File: config.mk
export PLATFORM = sky130hd
export DESIGN_NAME = slot_pool_packet_fifo_unit
export DESIGN_NICKNAME = d
export VERILOG_FILES = /design/src/sv/spf_pkg.sv /design/src/sv/slot_pool_packet_fifo_unit.sv /design/src/sv/spf_pool.sv /design/src/sv/spf_ring.sv
export SDC_FILE = /design/constraint.sdc
export NUM_CORES = 2
export LEC_CHECK = 0
export ABC_AREA = 1
export BUFFER_PORTS_ARGS = -buffer_cell sky130_fd_sc_hd__clkbuf_2
export CORE_ASPECT_RATIO = 1.4
export CORE_MARGIN = 2
export CORE_UTILIZATION = 30
export CTS_CLUSTER_DIAMETER = 40
export DETAILED_ROUTE_END_ITERATION = 7
export PLACE_DENSITY = 0.41
export REMOVE_ABC_BUFFERS = 1
export SLEW_MARGIN = 20
export SYNTH_ARGS = -nofsm -noshare
export SYNTH_HDL_FRONTEND = slang
export SYNTH_SLANG_ARGS = --single-unit
export TNS_END_PERCENT = 50
File: constraint.sdc
create_clock -name clk_i -period 8.25 [get_ports clk_i]
set_clock_uncertainty 0.1 [all_clocks]
set_input_delay 1.65 -clock clk_i [delete_from_list [all_inputs] [get_ports clk_i]]
set_output_delay 1.65 -clock clk_i [all_outputs]
set_load 0.05 [all_outputs]
File: src/sv/spf_pkg.sv
package spf_pkg;

  localparam int unsigned SlotsDefault = 16;
  localparam int unsigned CountW       = 5;
  localparam int unsigned PrefillW     = 8;
  localparam int unsigned CreditW      = 8;
  localparam int unsigned CfgDataW     = 8;
  localparam int unsigned CfgIdxW      = 1;
  localparam int unsigned DropFillMin  = 5;

  localparam logic [CountW-1:0]  SlotCountReset = CountW'(16);
  localparam logic [CreditW-1:0] CreditMax      = '1;

  localparam logic [CfgIdxW-1:0] CfgSlotCount = 1'b0;
  localparam logic [CfgIdxW-1:0] CfgPrefill   = 1'b1;

  typedef enum logic [1:0] {
    OpPush   = 2'd0,
    OpPop    = 2'd1,
    OpCredit = 2'd2,
    OpClear  = 2'd3
  } spf_op_e;

  typedef enum logic [2:0] {
    StatOk         = 3'd0,
    StatNotStarted = 3'd1,
    StatDropped    = 3'd2,
    StatFull       = 3'd3,
    StatHeld       = 3'd4,
    StatEmpty      = 3'd5,
    StatBadEntry   = 3'd6
  } spf_status_e;

  typedef enum logic [1:0] {
    StIdle,
    StRing,
    StSlot
  } spf_state_e;

  typedef struct packed {
    logic [1:0]  operation;
    logic        drop_check;
    logic [31:0] payload;
    logic [15:0] length;
    logic [30:0] frames;
  } spf_in_t;

  typedef struct packed {
    logic [2:0]  status;
    logic [31:0] out_payload;
    logic [15:0] out_length;
    logic [30:0] out_frame_count;
    logic [4:0]  depth;
  } spf_out_t;

  typedef struct packed {
    logic [31:0] payload;
    logic [15:0] length;
    logic [30:0] frames;
  } spf_entry_t;

endpackage

File: src/sv/slot_pool_packet_fifo_unit.sv
// Packet queue over a pool of slots, driven one command transaction at a time.
// A command is taken at the clock edge where start_i is high and busy_o is low;
// item_i carries the operation and, for a push, the packet fields.
// Every command yields exactly one result on result_o, marked by done_o for a
// single cycle. The receiver cannot stall, so done_o is never held back.
// Push, credit add, clear and any pop that does not dequeue finish without
// leaving idle: the result appears in the cycle after acceptance and busy_o stays low,
// so such commands may be issued every cycle.
// A pop that dequeues reads the order ring and then the slot memory, each through
// a registered read: busy_o stays high through states StRing and StSlot, and the
// result appears as busy_o falls, so no new command is taken until that pop is through.
// The configuration port writes slot_count (index 0) and prefill_level
// (index 1) at any edge where cfg_we_i is high; write only while idle.
// Reset frees all slots, empties the queue, disarms it, clears the prefill
// latch and the drop credits, and loads slot_count 16 and prefill_level 0.
module slot_pool_packet_fifo_unit #(
  parameter int unsigned SLOTS = spf_pkg::SlotsDefault
) (
  input  logic                         clk_i,
  input  logic                         rst_ni,
  input  logic                         start_i,
  input  spf_pkg::spf_in_t             item_i,
  output logic                         busy_o,
  input  logic                         cfg_we_i,
  input  logic [spf_pkg::CfgIdxW-1:0]  cfg_idx_i,
  input  logic [spf_pkg::CfgDataW-1:0] cfg_data_i,
  output logic                         done_o,
  output spf_pkg::spf_out_t            result_o
);
  import spf_pkg::*;

  localparam int unsigned IdxW  = (SLOTS > 1) ? $clog2(SLOTS) : 1;
  localparam int unsigned FillW = $clog2(SLOTS + 1);

  spf_state_e          state_q, state_d;
  logic                armed_q, armed_d;
  logic                met_q, met_d;
  logic [CreditW-1:0]  credits_q, credits_d;
  logic [CountW-1:0]   slot_count_q;
  logic [PrefillW-1:0] prefill_q;
  logic                done_q, done_d;
  spf_status_e         status_q, status_d;
  spf_entry_t          res_q, res_d;

  logic                accept;
  logic                clear;
  logic                push_en;
  logic                pop_en;
  logic                rd_en;
  logic                free_en;
  logic                found;
  logic [IdxW-1:0]     free_slot;
  logic [IdxW-1:0]     head_slot;
  logic [FillW-1:0]    fill;
  spf_entry_t          wr_data;
  spf_entry_t          rd_data;

  assign accept  = start_i && (state_q == StIdle);
  assign wr_data = '{payload: item_i.payload, length: item_i.length,
                     frames: item_i.frames};

  spf_pool #(
    .SLOTS(SLOTS)
  ) u_pool (
    .clk_i       (clk_i),
    .rst_ni      (rst_ni),
    .slot_count_i(slot_count_q),
    .clear_i     (clear),
    .wr_en_i     (push_en),
    .wr_idx_i    (free_slot),
    .wr_data_i   (wr_data),
    .free_en_i   (free_en),
    .free_idx_i  (head_slot),
    .rd_en_i     (rd_en),
    .rd_idx_i    (head_slot),
    .rd_data_o   (rd_data),
    .found_o     (found),
    .free_slot_o (free_slot)
  );

  spf_ring #(
    .SLOTS(SLOTS)
  ) u_ring (
    .clk_i      (clk_i),
    .rst_ni     (rst_ni),
    .clear_i    (clear),
    .push_en_i  (push_en),
    .push_slot_i(free_slot),
    .pop_en_i   (pop_en),
    .fill_o     (fill),
    .head_slot_o(head_slot)
  );

  always_comb begin
    state_d   = state_q;
    armed_d   = armed_q;
    met_d     = met_q;
    credits_d = credits_q;
    done_d    = 1'b0;
    status_d  = status_q;
    res_d     = '0;
    clear     = 1'b0;
    push_en   = 1'b0;
    pop_en    = 1'b0;
    rd_en     = 1'b0;
    free_en   = 1'b0;
    case (state_q)
      StIdle: begin
        if (accept) begin
          done_d   = 1'b1;
          status_d = StatOk;
          case (spf_op_e'(item_i.operation))
            OpPush: begin
              if (!armed_q) begin
                status_d = StatNotStarted;
              end else if (item_i.drop_check && (credits_q != '0) &&
                           (32'(fill) > DropFillMin)) begin
                credits_d = credits_q - CreditW'(1);
                status_d  = StatDropped;
              end else if (!found || (32'(fill) >= SLOTS)) begin
                status_d = StatFull;
              end else begin
                push_en = 1'b1;
              end
            end
            OpPop: begin
              if (!armed_q) begin
                armed_d  = 1'b1;
                status_d = StatNotStarted;
              end else if (!met_q && (prefill_q != '0) &&
                           (32'(prefill_q) > 32'(fill))) begin
                status_d = StatHeld;
              end else begin
                met_d = 1'b1;
                if (fill == '0) begin
                  status_d = StatEmpty;
                end else begin
                  pop_en  = 1'b1;
                  done_d  = 1'b0;
                  state_d = StRing;
                end
              end
            end
            OpCredit: begin
              if (credits_q != CreditMax) begin
                credits_d = credits_q + CreditW'(1);
              end
            end
            OpClear: begin
              clear     = 1'b1;
              credits_d = '0;
            end
            default: begin
              status_d = StatOk;
            end
          endcase
        end
      end
      StRing: begin
        rd_en   = 1'b1;
        state_d = StSlot;
      end
      StSlot: begin
        done_d  = 1'b1;
        state_d = StIdle;
        if (rd_data.length == '0) begin
          status_d = StatBadEntry;
        end else begin
          status_d = StatOk;
          res_d    = rd_data;
          free_en  = 1'b1;
        end
      end
      default: begin
        state_d = StIdle;
      end
    endcase
  end

  always_ff @(posedge clk_i or negedge rst_ni) begin
    if (!rst_ni) begin
      state_q      <= StIdle;
      armed_q      <= 1'b0;
      met_q        <= 1'b0;
      credits_q    <= '0;
      done_q       <= 1'b0;
      status_q     <= StatOk;
      slot_count_q <= SlotCountReset;
      prefill_q    <= '0;
    end else begin
      state_q   <= state_d;
      armed_q   <= armed_d;
      met_q     <= met_d;
      credits_q <= credits_d;
      done_q    <= done_d;
      status_q  <= status_d;
      if (cfg_we_i) begin
        case (cfg_idx_i)
          CfgSlotCount: slot_count_q <= cfg_data_i[CountW-1:0];
          CfgPrefill:   prefill_q    <= cfg_data_i[PrefillW-1:0];
          default: begin
            prefill_q <= prefill_q;
          end
        endcase
      end
    end
  end

  always_ff @(posedge clk_i) begin
    res_q <= res_d;
  end

  assign busy_o                   = (state_q != StIdle);
  assign done_o                   = done_q;
  assign result_o.status          = status_q;
  assign result_o.out_payload     = res_q.payload;
  assign result_o.out_length      = res_q.length;
  assign result_o.out_frame_count = res_q.frames;
  assign result_o.depth           = 5'(fill);

endmodule

File: src/sv/spf_pool.sv
module spf_pool #(
  parameter int unsigned SLOTS = spf_pkg::SlotsDefault,
  localparam int unsigned IdxW = (SLOTS > 1) ? $clog2(SLOTS) : 1
) (
  input  logic                       clk_i,
  input  logic                       rst_ni,
  input  logic [spf_pkg::CountW-1:0] slot_count_i,
  input  logic                       clear_i,
  input  logic                       wr_en_i,
  input  logic [IdxW-1:0]            wr_idx_i,
  input  spf_pkg::spf_entry_t        wr_data_i,
  input  logic                       free_en_i,
  input  logic [IdxW-1:0]            free_idx_i,
  input  logic                       rd_en_i,
  input  logic [IdxW-1:0]            rd_idx_i,
  output spf_pkg::spf_entry_t        rd_data_o,
  output logic                       found_o,
  output logic [IdxW-1:0]            free_slot_o
);
  import spf_pkg::*;

  logic [SLOTS-1:0] busy_q, busy_d;
  spf_entry_t       slot_mem_q [SLOTS];
  spf_entry_t       rd_data_q;

  always_comb begin
    found_o     = 1'b0;
    free_slot_o = '0;
    for (int i = int'(SLOTS) - 1; i >= 0; i--) begin
      if (!busy_q[i] && (i < int'(slot_count_i))) begin
        found_o     = 1'b1;
        free_slot_o = IdxW'(i);
      end
    end
  end

  always_comb begin
    busy_d = busy_q;
    if (clear_i) begin
      busy_d = '0;
    end else begin
      if (wr_en_i) begin
        busy_d[wr_idx_i] = 1'b1;
      end
      if (free_en_i) begin
        busy_d[free_idx_i] = 1'b0;
      end
    end
  end

  always_ff @(posedge clk_i or negedge rst_ni) begin
    if (!rst_ni) begin
      busy_q <= '0;
    end else begin
      busy_q <= busy_d;
    end
  end

  always_ff @(posedge clk_i) begin
    if (wr_en_i) begin
      slot_mem_q[wr_idx_i] <= wr_data_i;
    end
    if (rd_en_i) begin
      rd_data_q <= slot_mem_q[rd_idx_i];
    end
  end

  assign rd_data_o = rd_data_q;

endmodule

File: src/sv/spf_ring.sv
module spf_ring #(
  parameter int unsigned SLOTS = spf_pkg::SlotsDefault,
  localparam int unsigned IdxW  = (SLOTS > 1) ? $clog2(SLOTS) : 1,
  localparam int unsigned FillW = $clog2(SLOTS + 1)
) (
  input  logic             clk_i,
  input  logic             rst_ni,
  input  logic             clear_i,
  input  logic             push_en_i,
  input  logic [IdxW-1:0]  push_slot_i,
  input  logic             pop_en_i,
  output logic [FillW-1:0] fill_o,
  output logic [IdxW-1:0]  head_slot_o
);
  import spf_pkg::*;

  localparam int unsigned SumW = FillW + 1;

  logic [IdxW-1:0]  head_q, head_d;
  logic [FillW-1:0] fill_q, fill_d;
  logic [SumW-1:0]  tail_sum;
  logic [IdxW-1:0]  tail;
  logic [IdxW-1:0]  ring_mem_q [SLOTS];
  logic [IdxW-1:0]  head_slot_q;

  always_comb begin
    tail_sum = SumW'(head_q) + SumW'(fill_q);
    if (tail_sum >= SumW'(SLOTS)) begin
      tail = IdxW'(tail_sum - SumW'(SLOTS));
    end else begin
      tail = IdxW'(tail_sum);
    end
  end

  always_comb begin
    head_d = head_q;
    fill_d = fill_q;
    if (clear_i) begin
      head_d = '0;
      fill_d = '0;
    end else if (push_en_i) begin
      fill_d = fill_q + FillW'(1);
    end else if (pop_en_i) begin
      fill_d = fill_q - FillW'(1);
      if (head_q == IdxW'(SLOTS - 1)) begin
        head_d = '0;
      end else begin
        head_d = head_q + IdxW'(1);
      end
    end
  end

  always_ff @(posedge clk_i or negedge rst_ni) begin
    if (!rst_ni) begin
      head_q <= '0;
      fill_q <= '0;
    end else begin
      head_q <= head_d;
      fill_q <= fill_d;
    end
  end

  always_ff @(posedge clk_i) begin
    if (push_en_i) begin
      ring_mem_q[tail] <= push_slot_i;
    end
    if (pop_en_i) begin
      head_slot_q <= ring_mem_q[head_q];
    end
  end

  assign fill_o      = fill_q;
  assign head_slot_o = head_slot_q;

endmodule
* Yosys cells after proc, flatten, opt, wreduce, memory -nomap -nowiden
Memory sizes are Yosys's and may differ from the RTL's. A register that Yosys moved wholly into a read port is not among the register bits. Index checks and enable logic that the tools add are counted.
Operators by class: add/subtract/negate cells 7, order comparisons 24, eq/ne operators 16, mux-type cells 94, bitwise gates (word level) 6, reduce and logical (&&, ||, !) cells 62
Operators by type and width (number):
- $mux 4 | 21
- $mux 16 | 4
- $mux 1 | 43
- $lt 4x5->1 const A | 8
- $mux 8 | 3
- $pmux 8 s3 | 1
- $logic_and 1x1->1 | 23
- $lt 3x5->1 const A | 4
- $logic_not 1->1 | 18
- $and 16x16->16 | 1
- $logic_not 16->1 | 1
- $mux 2 | 8
- $ne 2x2->1 const B | 8
- $not 16->16 | 1
- $or 16x16->16 | 1
- $reduce_bool 8->1 | 2
- $mux 3 | 5
- $mux 5 | 3
- $pmux 3 s2 | 2
- $lt 1x5->1 const A | 2
- $lt 2x5->1 const A | 2
- $lt 4x5->1 const B | 2
- $reduce_and 5->1 | 2
- $add 8x1->8 const B | 1
- 29 further kinds | 43
Word-level totals: register bits 133, bits in writable memories 1328, output and inout port bits 89, word-level logic and storage cells 225, memories 2
Memories:
- u_pool.slot_mem_q | words 16, bits a word 79, rd ports 1, clocked after Yosys merged registers in 1, wr ports 1, RTL line spf_pool.sv:23 | spf_entry_t slot_mem_q [SLOTS];
- u_ring.ring_mem_q | words 16, bits a word 4, rd ports 1, clocked after Yosys merged registers in 1, wr ports 1, RTL line spf_ring.sv:23 | logic [IdxW-1:0] ring_mem_q [SLOTS];

* Logic depth before layout (Yosys ltp)
depth after elaboration 31, mapped depth 18, gate-level depth less buffers 18

* By module
Synthesis repeated with hierarchy kept, for this count alone.
Unflattened totals: cell total of the unflattened synthesis 4451, area, all modules 61537.8 um2
Modules (own cells, without submodules):
- spf_pool | times used 1, cells an instance 3574, area an instance 53682.7 um2
- slot_pool_packet_fifo_unit | times used 1, cells an instance 502, area an instance 4130.2 um2
- spf_ring | times used 1, cells an instance 375, area an instance 3724.8 um2

* Worst setup path before layout
OpenSTA, ideal clock, no wires.
path kind input port to flip-flop, start point in start_i, end point mem u_pool.slot_mem_q[0][0] (netlist bit), enable pin, library setup time 446 ps, arrival 4554 ps, setup slack 3150 ps, stages on the path 5, path buffers 0, path through nand3_1 -> nor3_1 -> nand4_4 -> nor3_4 -> and3_1
On the way: word-level cells in the longest chain between the ends 5
RTL lines:
- start: declaration | RTL line slot_pool_packet_fifo_unit.sv:21 | input logic start_i,
- $logic_and 1x1->1 | RTL line slot_pool_packet_fifo_unit.sv:58 | assign accept = start_i && (state_q == StIdle);
- $mux 1 | RTL line slot_pool_packet_fifo_unit.sv:109 | if (accept) begin
- $mux 1 | RTL line slot_pool_packet_fifo_unit.sv:107 | case (state_q)
- $mux 1 | RTL line spf_pool.sv:60 | if (wr_en_i) begin
- $mux 1 (not written as such) | RTL line spf_pool.sv:61 | slot_mem_q[wr_idx_i] <= wr_data_i;
- end: declaration | RTL line spf_pool.sv:23
Every way passes these cells.

* Worst setup path in the final report
start point in start_i, end point mem u_pool.slot_mem_q[4][3] (netlist bit), enable pin
Same word-level chain as after synthesis.

==> results.md <==
- R2R setup slack: 3990 ps
- RSZ-0062 raised after global routing: no
- Final non-filler cell total: 6376
- Max-slew violations: 0
- Bufs and invs on worst path: 3
- Detailed-route via count: 32000
- CTS tree: done
- Drt wl/cell: 25.9 um
- Initial Util: 30.2%
- Commonest non-fill, non-tap cell in the layout: edfxtp_1
- Ys flop type: edfxtp_1
- Fin crit share: 52.9%
- Clock insertion delay at the later pin of the skew report: 850 ps
- Worst slew pin tran: 1130 ps
- Sw frac: 23.3%
- Int Pwr: 14.4 mW
- Leak: 22.5 nW
- Final WL: 165000 um
- Crit path kind: in -> reg
- Synth Warn #: 0
- Max frequency: 229 MHz
- Vias per cell: 5.02
- Final ANT Viol Nets: 0
- Logic pwr share: 5.9%
- Die height: 518 um
- Vias in the first global route: 33200
- GRT Util Overall: 16.9%
- Synth Area in Compound Gates: 12.7%
- Pre-antenna DRT Iters: 8
- Worst path most repeated cell: nand3_1
- Distinct cells, synth: 50
- Final nets: 3860
- Area Growth Syn to Fin: 18.8%
- Met2 Track Usage GR: 28.1%
- Clock share of power: 47.7%
- Post-Syn Area: 56600 um^2
- Worst r2r path cells: 14
- Cts bufs inserted: 205
- Row count: 188
- Port Buffers: 183
- Gr busiest metal: met2
- Worst Hold Class: reg -> reg
- Routability congestion estimate: 0.786
- Total die area: 192000 um^2
- Leading post-synthesis cells by cell area: edfxtp_1, a22oi_1, a21oi_1, dfxtp_1, dfrtp_1
- Max Cap Violations: 0
- Pin count of the biggest net entering global routing: 119
- CP cell instances: clkbuf_2 > nand3_1 > nor3_1 > nand4_4 > nor3_4 > nand3_1 > inv_6 > buf_4
- Worst vdd ir: 0.150 mV
- Hold depth: 2
- Crit path launch type: primary input
- Die W: 371 um
- Post-CTS Resized: 0
- Worst path slowest cell: buf_4
- CTS Hold Bufs: 0
- Mux cell area share after synthesis: 0.0597%
- Max stage delay on crit path: 810 ps
- Synth top area share: 74.9%
- Post-Synthesis Cells: 3513
- CP top delay family: simple AND/OR/NAND/NOR gates
- WP depth: 8
- Psw: 4.37 mW
- Clock-pin slew on the worst setup and hold paths: 60 ps
- Final setup viols: 0
- Num Clock Sinks: 1544
- Core ar.: 187000 um^2
- Adder-Cell Fraction of Synth Area: 0.504%
- DRC: 0
- Hold WS: 326 ps
- Tot Pwr: 18.8 mW
- Max H-tree Level: 4
- Initial DRC count: 2510
- Hold Vio Cnt, Final: 0
- Grt ovf: 0
- Met3 Track Usage GR: 2.71%
- Layout cell share with drive strength beyond 1: 15.6%
- Reg power frac: 46.4%
- Cell taking the most area after synthesis: edfxtp_1
- Worst Path Max Fanout: 48
- Xor/xnor cell area share of the yosys netlist: 0.155%
- Post-Place Cells: 6007
- Number of synthesized flops with an enable pin: 1411
- Post-synthesis sequential area ratio: 80.1%
- Wire length of the first global-routing pass: 239000 um
- Initial antenna violation count: 15
- GR Layer Usage met1: 23.0%
- Async S/R FF share, synth: 3.50%
- Max Buffers Root-to-Sink: 4
- CP Capture Type: flop
- Status: finished clean
- Half-perimeter wire length after placement: 87400 um
- Setup TNS: 0 ps
- Post-CTS Setup Repair Bufs: 0
- Worst path arrival time: 4660 ps
- Root buf cell: clkbuf_16
- Relative slew slack: 24.2%
- Minimum clock period: 4370 ps
- Worst Path Required: 8540 ps
- Ports: 184
- Largest family of logic cells by synthesized area: compound AO/OA/AOI/OAI gates
- Simple-Gate Fraction of Synth Area: 3.87%
- Synth Register Bits: 1544
- Power per cell area: 280 nW/um^2
- Commonest cells after routing, fill and taps aside: edfxtp_1, a22oi_1, a21oi_1
- Avg Inst Size Synth: 16.1 um^2
sequential cells by signal, summed over array words and instances, names as in the netlist, 2 cells and up:
name,count
u_ring.ring_mem_q,64
prefill_q,8
u_ring.head_q,4
credits_q,8
state_q,2
u_pool.busy_q,16
result_o,79
status_q,3
u_pool.rd_data_o,79
u_ring.head_slot_o,4
u_pool.slot_mem_q,1264
slot_count_q,5
u_ring.fill_o,5
layer usage:
layer  share of wire [%]  vias to the layer above
met2                  49                      787
met4                 1.9                       10
met5               0.030                        -
met3                 4.6                      227
met1                  45                    16700
li1                    -                    14300
cell type report:
type                    instances  area (um^2)
fillers                     17700       120000
clock buffers                 243         5400
inverters                     191          828
diodes                          5         12.5
well taps                    2470         3090
clock inverters               121         1460
multi-input cells            1579         9860
repair buffers                223         1270
flip-flops and latches       1544        45300
stage by stage:
step	utilization, %	setup WS (ps)	area, um^2
after floorplan	-	-3260	55800
after global placement	32.2	3010	60300
after detailed placement	32.2	3040	60300
after CTS	35.8	3860	67200
after global routing	35.9	3660	67200
final	35.9	3880	67200
cell usage after synthesis, types with 7 or more instances:
master	number
or4_1	79
o21ai_0	89
inv_1	181
nand3_1	40
edfxtp_1	1411
clkbuf_1	178
buf_1	20
o22ai_1	16
a21oi_1	344
a22oi_1	632
nand4_1	12
inv_2	8
nor2_1	171
dfxtp_1	79
xor2_1	7
dfrtp_1	53
nand2_2	7
ha_1	18
nand2_1	104
worst reg2reg max path, cell delays in order (launching register included):
cell,delay [ps]
dfrtp_1,440
inv_2,130
nand3_1,110
nor2_1,140
nor2_1,70
nor2_1,160
inv_1,60
o21bai_1,120
nand2_1,80
nand2_1,60
nand2_1,90
a21oi_4,640
nand4_1,330
inv_6,490
buf_4,790
final timing paths:
check	from	to
min reg2reg	u_pool.rd_data_o[77]	result_o[82]
max reg2reg	slot_count_q[0]	u_pool.slot_mem_q[11][73]
min	u_pool.rd_data_o[77]	result_o[82]
max in group asynchronous	rst_ni	u_pool.busy_q[8]
max	start_i	u_pool.slot_mem_q[4][3]
min in group asynchronous	rst_ni	u_ring.fill_o[1]
cells by family after synthesis:
| group | Yosys count |
|---|---|
| DFF | 1544 |
| AOI/OAI and AO/OA | 1105 |
| and+or+nand+nor | 440 |
| buffers and inverters | 390 |
| adders and majority gates | 21 |
| xor gates and xnor gates | 10 |
| muxes | 3 |
power by group through the flow:
stage	Combinational (mW)	Sequential [mW]	Clock, mW
after floorplan	0.618	8.95	0
after detailed placement	1.13	8.89	0
after CTS	1.13	8.73	9.20
after global placement	1.13	8.89	0
after global routing	1.24	8.73	9.49
final	1.11	8.72	8.98
(Power assumes the default switching activity.)
